[src/rtl/acsi_pkg.sv]
`timescale 1ns / 1ps
`default_nettype none

package acsi_pkg;

  // stream widths
  localparam int unsigned IN_TDATA_W  = 8;
  localparam int unsigned OUT_TDATA_W = 8;

  // parse phase codes
  localparam logic [1:0] PH_IDLE = 2'd0;
  localparam logic [1:0] PH_ESC  = 2'd1;
  localparam logic [1:0] PH_CSI  = 2'd2;

  // byte codes
  localparam logic [7:0] CH_ESC       = 8'h1b;
  localparam logic [7:0] CH_LBRACKET  = 8'h5b;
  localparam logic [7:0] CH_FINAL_LO  = 8'h40;
  localparam logic [7:0] CH_FINAL_HI  = 8'h7e;
  localparam logic [7:0] CH_PARAM_LO  = 8'h20;
  localparam logic [7:0] CH_PARAM_HI  = 8'h3f;
  localparam logic [7:0] CH_TILDE     = 8'h7e;
  localparam logic [7:0] CH_A         = 8'h41;
  localparam logic [7:0] CH_B         = 8'h42;
  localparam logic [7:0] CH_C         = 8'h43;
  localparam logic [7:0] CH_D         = 8'h44;
  localparam logic [7:0] CH_H         = 8'h48;
  localparam logic [7:0] CH_F         = 8'h46;
  localparam logic [7:0] CH_DIGIT_1   = 8'h31;
  localparam logic [7:0] CH_DIGIT_3   = 8'h33;
  localparam logic [7:0] CH_DIGIT_4   = 8'h34;

  typedef enum logic [2:0] {
    KEY_NONE   = 3'd0,
    KEY_UP     = 3'd1,
    KEY_DOWN   = 3'd2,
    KEY_RIGHT  = 3'd3,
    KEY_LEFT   = 3'd4,
    KEY_HOME   = 3'd5,
    KEY_END    = 3'd6,
    KEY_DELETE = 3'd7
  } key_event_e;

  // sequence context handed to the final-byte decoder
  typedef struct packed {
    logic no_params;
    logic one_param;
    logic overflow;
  } seq_ctx_t;

endpackage

`default_nettype wire

[src/rtl/acsi_final_decode.sv]
`timescale 1ns / 1ps
`default_nettype none

// maps a final byte plus the sequence context to a key event
module acsi_final_decode (
  input  wire acsi_pkg::seq_ctx_t   ctx_i,
  input  wire logic [7:0]           final_byte_i,
  input  wire logic [7:0]           first_param_i,
  output acsi_pkg::key_event_e      key_event_o
);

  always_comb begin
    key_event_o = acsi_pkg::KEY_NONE;
    if (ctx_i.overflow) begin
      key_event_o = acsi_pkg::KEY_NONE;
    end else if (ctx_i.no_params) begin
      unique case (final_byte_i)
        acsi_pkg::CH_A: key_event_o = acsi_pkg::KEY_UP;
        acsi_pkg::CH_B: key_event_o = acsi_pkg::KEY_DOWN;
        acsi_pkg::CH_C: key_event_o = acsi_pkg::KEY_RIGHT;
        acsi_pkg::CH_D: key_event_o = acsi_pkg::KEY_LEFT;
        acsi_pkg::CH_H: key_event_o = acsi_pkg::KEY_HOME;
        acsi_pkg::CH_F: key_event_o = acsi_pkg::KEY_END;
        default:        key_event_o = acsi_pkg::KEY_NONE;
      endcase
    end else if (ctx_i.one_param && (final_byte_i == acsi_pkg::CH_TILDE)) begin
      // vt-style "ESC [ n ~" keys
      unique case (first_param_i)
        acsi_pkg::CH_DIGIT_1: key_event_o = acsi_pkg::KEY_HOME;
        acsi_pkg::CH_DIGIT_3: key_event_o = acsi_pkg::KEY_DELETE;
        acsi_pkg::CH_DIGIT_4: key_event_o = acsi_pkg::KEY_END;
        default:              key_event_o = acsi_pkg::KEY_NONE;
      endcase
    end
  end

endmodule

`default_nettype wire

[src/rtl/ansi_csi_key_decoder.sv]
`timescale 1ns / 1ps
`default_nettype none

// ANSI escape / CSI key decoder. Terminal bytes enter on the slave stream one per
// transfer and every byte yields exactly one result transfer on the master stream,
// in order. A result tells which key (if any) the byte completed, whether the byte
// was part of an escape sequence and must be dropped from the text path, and
// whether a sequence is still open afterwards. Recognized keys: ESC [ A/B/C/D
// (arrows), ESC [ H / F (home / end) and ESC [ 1~ / 3~ / 4~ (home / delete / end).
// Parameter bytes beyond PARAM_LIMIT mark the sequence overflowed and it then
// ends without an event; ESC inside a sequence restarts it, and a control or
// high byte inside a CSI aborts it. Throughput is one byte per clock: the parser
// state update is a single short compare-and-select step that runs in the cycle
// the byte is taken, and the result is written into the output register at the end of that cycle.
// A new byte is taken while a result waits whenever the master side takes that
// result in the same cycle; the only stall source is the downstream tready.
module ansi_csi_key_decoder #(
  parameter int unsigned PARAM_LIMIT = 8   // max stored parameter bytes, 1..64
) (
  input  wire logic       clk_i,
  input  wire logic       rst_ni,

  // slave stream: terminal bytes
  input  wire logic       s_axis_tvalid_i,
  output logic            s_axis_tready_o,
  input  wire logic [7:0] s_axis_tdata_i,    // [7:0] rx_byte

  // master stream: decode results
  output logic            m_axis_tvalid_o,
  input  wire logic       m_axis_tready_i,
  output logic [7:0]      m_axis_tdata_o     // [2:0] key_event, [3] byte_consumed,
                                             // [4] sequence_open, [7:5] zero
);

  // count must hold PARAM_LIMIT itself
  localparam int unsigned CntW = $clog2(PARAM_LIMIT + 1);

  // parser state
  logic [1:0]      phase_q, phase_d;
  logic [CntW-1:0] param_cnt_q, param_cnt_d;
  logic            param_ovf_q, param_ovf_d;
  logic [7:0]      first_param_q, first_param_d;

  // output register
  logic       out_valid_q;
  logic [7:0] out_data_q, out_data_d;

  logic in_xfer;
  logic out_xfer;

  acsi_pkg::seq_ctx_t   seq_ctx;
  acsi_pkg::key_event_e final_event;
  acsi_pkg::key_event_e key_event;
  logic                 byte_used;
  logic [7:0]           rx_byte;

  assign rx_byte  = s_axis_tdata_i;
  assign out_xfer = out_valid_q & m_axis_tready_i;
  // take a byte whenever the output slot is free or being emptied this cycle
  assign s_axis_tready_o = ~out_valid_q | m_axis_tready_i;
  assign in_xfer  = s_axis_tvalid_i & s_axis_tready_o;

  assign seq_ctx.no_params = (param_cnt_q == '0);
  assign seq_ctx.one_param = (param_cnt_q == CntW'(1));
  assign seq_ctx.overflow  = param_ovf_q;

  acsi_final_decode u_final_decode (
    .ctx_i         (seq_ctx),
    .final_byte_i  (rx_byte),
    .first_param_i (first_param_q),
    .key_event_o   (final_event)
  );

  // next-state and result for the byte on the input
  always_comb begin
    phase_d       = phase_q;
    param_cnt_d   = param_cnt_q;
    param_ovf_d   = param_ovf_q;
    first_param_d = first_param_q;
    key_event     = acsi_pkg::KEY_NONE;
    byte_used     = 1'b1;

    unique case (phase_q)
      acsi_pkg::PH_IDLE: begin
        if (rx_byte == acsi_pkg::CH_ESC) begin
          phase_d = acsi_pkg::PH_ESC;
        end else begin
          byte_used = 1'b0;   // plain text passes through
        end
      end
      acsi_pkg::PH_ESC: begin
        if (rx_byte == acsi_pkg::CH_LBRACKET) begin
          phase_d     = acsi_pkg::PH_CSI;
          param_cnt_d = '0;
          param_ovf_d = 1'b0;
        end else if (rx_byte != acsi_pkg::CH_ESC) begin
          // not a CSI after all, hand the byte on
          phase_d     = acsi_pkg::PH_IDLE;
          param_cnt_d = '0;
          param_ovf_d = 1'b0;
          byte_used   = 1'b0;
        end
      end
      default: begin
        // CSI phase (the unused code behaves the same)
        priority if (rx_byte == acsi_pkg::CH_ESC) begin
          phase_d     = acsi_pkg::PH_ESC;
          param_cnt_d = '0;
          param_ovf_d = 1'b0;
        end else if ((rx_byte >= acsi_pkg::CH_FINAL_LO) &&
                     (rx_byte <= acsi_pkg::CH_FINAL_HI)) begin
          key_event   = final_event;
          phase_d     = acsi_pkg::PH_IDLE;
          param_cnt_d = '0;
          param_ovf_d = 1'b0;
        end else if ((rx_byte < acsi_pkg::CH_PARAM_LO) ||
                     (rx_byte > acsi_pkg::CH_PARAM_HI)) begin
          // illegal byte aborts silently
          phase_d     = acsi_pkg::PH_IDLE;
          param_cnt_d = '0;
          param_ovf_d = 1'b0;
        end else if (param_cnt_q < CntW'(PARAM_LIMIT)) begin
          if (param_cnt_q == '0) begin
            first_param_d = rx_byte;
          end
          param_cnt_d = param_cnt_q + CntW'(1);
        end else begin
          param_ovf_d = 1'b1;
        end
      end
    endcase

    out_data_d = {3'b000, (phase_d != acsi_pkg::PH_IDLE), byte_used, key_event};
  end

  always_ff @(posedge clk_i or negedge rst_ni) begin
    if (!rst_ni) begin
      phase_q     <= acsi_pkg::PH_IDLE;
      param_cnt_q <= '0;
      param_ovf_q <= 1'b0;
    end else if (in_xfer) begin
      phase_q     <= phase_d;
      param_cnt_q <= param_cnt_d;
      param_ovf_q <= param_ovf_d;
    end
  end

  // first parameter byte is only read once written in the same sequence
  always_ff @(posedge clk_i) begin
    if (in_xfer) begin
      first_param_q <= first_param_d;
    end
  end

  always_ff @(posedge clk_i or negedge rst_ni) begin
    if (!rst_ni) begin
      out_valid_q <= 1'b0;
    end else if (in_xfer) begin
      out_valid_q <= 1'b1;
    end else if (out_xfer) begin
      out_valid_q <= 1'b0;
    end
  end

  always_ff @(posedge clk_i) begin
    if (in_xfer) begin
      out_data_q <= out_data_d;
    end
  end

  assign m_axis_tvalid_o = out_valid_q;
  assign m_axis_tdata_o  = out_data_q;

endmodule

`default_nettype wire

[config.mk]
export PLATFORM = sky130hd
export DESIGN_NAME = ansi_csi_key_decoder
export DESIGN_NICKNAME = d
export VERILOG_FILES = /design/src/rtl/acsi_pkg.sv /design/src/rtl/acsi_final_decode.sv /design/src/rtl/ansi_csi_key_decoder.sv
export SDC_FILE = /design/constraint.sdc
export NUM_CORES = 1
export LEC_CHECK = 0
export ABC_AREA = 1
export BUFFER_PORTS_ARGS = -buffer_cell sky130_fd_sc_hd__clkbuf_2
export CAP_MARGIN = 20
export CORE_ASPECT_RATIO = 1.75
export CORE_MARGIN = 5
export CORE_UTILIZATION = 30
export DETAILED_ROUTE_END_ITERATION = 12
export PLACE_DENSITY = 0.6
export RECOVER_POWER = 50
export SLEW_MARGIN = 20
export SYNTH_ARGS = -nofsm -noshare
export SYNTH_HDL_FRONTEND = slang
export SYNTH_HIERARCHICAL = 1
export SYNTH_SLANG_ARGS = --single-unit
[constraint.sdc]
create_clock -name clk_i -period 1.9 [get_ports clk_i]
set_input_delay 0.38 -clock clk_i [delete_from_list [all_inputs] [get_ports clk_i]]
set_output_delay 0.38 -clock clk_i [all_outputs]
set_load 0.005 [all_outputs]
==> results.sh <==
export IMPL_fin_cells=259
export IMPL_yosys_area_top_type="edfxtp_1"
export IMPL_drive_gt1_frac=0.179
export IMPL_reg2reg_to="m_axis_tdata_o[2]"
export IMPL_cp_max_fo=3
export IMPL_ir_drop_uv=457
export IMPL_track_usage=0.111
export IMPL_globalplace_congestion=0.840
export IMPL_period_minus_slack_ns=1.62
export IMPL_power_uw=1070
export IMPL_finalNetCount=223
export IMPL_clk_pin_slew_ns=0.08
export IMPL_io_pins=22
export IMPL_critical_path_class="flop to flop"
export IMPL_crit_top_cell="nor2_1"
export IMPL_drt_iter0_drc=18
export IMPL_powerDensity_nw_per_um2=670
export IMPL_cp_startpoint="param_cnt_q[1]"
export IMPL_dp_hpwl_mm=2.48
export IMPL_dpl_cell_count=254
export IMPL_hold_path_class="primary input to flop"
export IMPL_drv_cap=0
export IMPL_rr_startpoint="param_cnt_q[1]"
export IMPL_port_buffers=18
export IMPL_synth_warnings=6
export IMPL_grt_pass1_wl_mm=5.18
export IMPL_synth_enable_flop_cells=13
export IMPL_yosysMostFrequentCell="nand2_1"
export IMPL_synth_area_um2=1400
export IMPL_postRouteAntennaNets=0
export IMPL_root_buffer="clkbuf_8"
export IMPL_run_status="finished, final reports clean"
export IMPL_worstPathRequired_ns=2.02
export IMPL_r2r_cells=12
export IMPL_setup_tns_ns=0
export IMPL_first_pass_iters=4
export IMPL_cts_buffers=3
export IMPL_clock_sinks=21
export IMPL_synth_top_area_share=0.279
export IMPL_fmax_mhz=619
export IMPL_synth_seq_cells=21
export IMPL_critical_path_slowest_cell="dfrtp_1"
export IMPL_core_um2=4620
export IMPL_endpoint="m_axis_tdata_o[2]"
export IMPL_design_die_area_um2=6180
export IMPL_grt_pass1_vias=1191
export IMPL_rrSetupSlack_ns=0.28
export IMPL_synthDistinctLibCells=30
export IMPL_drc=0
export IMPL_vias=1142
export IMPL_antennaDiodeCount=0
export IMPL_fin_crit_sh=0.850
export IMPL_h_tree_depth=1
export IMPL_syn_to_final_growth_pct=14.3
export IMPL_synth_main_ff_cell="edfxtp_1"
export IMPL_via_per_inst=4.41
export IMPL_cts_buffer_depth=2
export IMPL_leakagePower_uw=0.000732
export IMPL_grt_overflow=0
export IMPL_synth_async_reset_ratio=0.381
export IMPL_slew_violations=0
export IMPL_die_height_um=100
export IMPL_arrival_ns=1.74
export IMPL_worstSetupStartpointType="flop"
export IMPL_start_util=0.302
export IMPL_die_w_um=61.6
export IMPL_cts_tree="done"
export IMPL_synthTopCellsByArea="edfxtp_1, dfrtp_1, nand2_1"
export IMPL_slowest_delay_ns=0.40
export IMPL_fin_skew_ns=0.00272
export IMPL_finalSetupViolations=0
export IMPL_grt_max_degree=13
export IMPL_synth_cells=184
export IMPL_rsz0062_at_grt="false"
export IMPL_end_kind="flop"
export IMPL_yosys_top_cells_count="nand2_1, inv_1, nor2_1"
export IMPL_hold_viol=0
export IMPL_clock_latency_ns=0.26
export IMPL_syn_area_per_cell_um2=7.60
export IMPL_ys_seq_area_frac=0.423
export IMPL_wl_mm=2.97
export IMPL_detail_route_wl_per_cell_um=11.5
export IMPL_crit_chain="inv_1, ha_1, inv_1, nor2_1, nand3_1, nor2_1, nand3b_1, nand2_1, nor2_1, nor2_1, inv_1, nor2_1"
export IMPL_num_rows=33
export IMPL_antenna_found_initial=0
-- how the worst min path moves through the flow --
| stage | start | end | slack [ns] | cells past startpoint |
|---|---|---|---|---|
| 2_1_floorplan | rst_ni | m_axis_tvalid_o | 0.08 | 0 |
| 3_3_place_gp | rst_ni | phase_q[0] | 0.24 | 1 |
| 3_5_place_dp | rst_ni | phase_q[0] | 0.24 | 1 |
| 4_1_cts | s_axis_tdata_i[6] | first_param_q[6] | 0.36 | 1 |
| 5_1_grt | s_axis_tdata_i[1] | first_param_q[1] | 0.43 | 1 |
| 6_report | m_axis_tready_i | m_axis_tvalid_o | 0.40 | 4 |
-- kinds of logic after synthesis --
family,Yosys count,share of synthesized area
buffers and inverters,38,0.110
other,1,0.00268
AOI/OAI and AO/OA,10,0.0466
DFF,21,0.423
adders and majority gates,3,0.0269
and+or+nand+nor,109,0.379
xor gates and xnor gates,2,0.0125
-- area by class of cell --
type / count / area (um2)
multi-input combinational: 127 / 667
sequential: 21 / 591
clock inverter: 1 / 5.00
inverter: 35 / 131
timing repair buffer: 20 / 97.6
tap: 52 / 65.1
fill: 517 / 3030
clock buffer: 3 / 41.3
-- sequential cells by signal (all words and copies together) (netlist names) --
register and cells:
param_cnt_q 4, m_axis_tdata_o 5, phase_q 2, param_ovf_q 1, first_param_q 8, m_axis_tvalid_o 1
-- per-stage QoR --
step,setup WS [ns],hold WS (ns),cell area [um2],util
2_1_floorplan,0.246,0.0844,1410,-
3_3_place_gp,0.297,0.245,1550,0.335
3_5_place_dp,0.274,0.243,1550,0.335
4_1_cts,0.266,0.356,1610,0.348
5_1_grt,0.000104,0.427,1600,0.346
6_report,0.284,0.402,1600,0.346
-- power by group --
part	internal, uW	leakage, uW	switching, uW
Clock	146	0.0000255	147
Combinational	86.7	0.000484	146
Sequential	518	0.000222	27.4
Total	750	0.000732	320
-- worst max-delay path: cells and delay by family, from the launching register on --
kind,cells,cell delay (ns)
adders and majority gates,1,0.15
DFF,1,0.40
buffers and inverters,3,0.18
and+or+nand+nor,8,0.74
-- cells in the final DEF, fill, tap and decap left out --
cell and count:
nand2_4 2, nor2_1 28, nand3_2 2, o21ai_1 1
o211ai_1 1, nand2_2 4, o21bai_1 5, a21oi_1 1
clkbuf_1 8, clkbuf_8 3, nor4_2 1, nand3b_1 1
clkbuf_2 10, conb_1 3, nand3_1 8, nor2_4 1
o21ai_0 2, buf_4 1, clkinv_1 1, edfxtp_1 13
or2_1 1, nor3_2 1, inv_1 30, nor2b_4 1
clkinv_2 1, inv_2 4, dfrtp_1 8, nor2_2 5
nand2_1 47, ha_1 3, xnor2_1 1, xor2_1 1
nand4_1 6, nor3_4 1, dlygate4sd3_1 1
-- metal layers --
metal | up-vias | wire [um] | GRT usage
li1 | 612 | - | -
met1 | 519 | 1080 | 0.111
met4 | 0 | 33 | 0.0376
met2 | 9 | 1770 | 0.217
met5 | - | 0 | 0
met3 | 2 | 84 | 0.0154
-- repair_timing --
item	in CTS	in global routing
hold endpoints to repair	8	0
endpoints found under the setup margin	0	1
gates resized for setup	0	1
hold buffers	1	0
buffers inserted	0	0
Power figures use the tool's default switching activity.
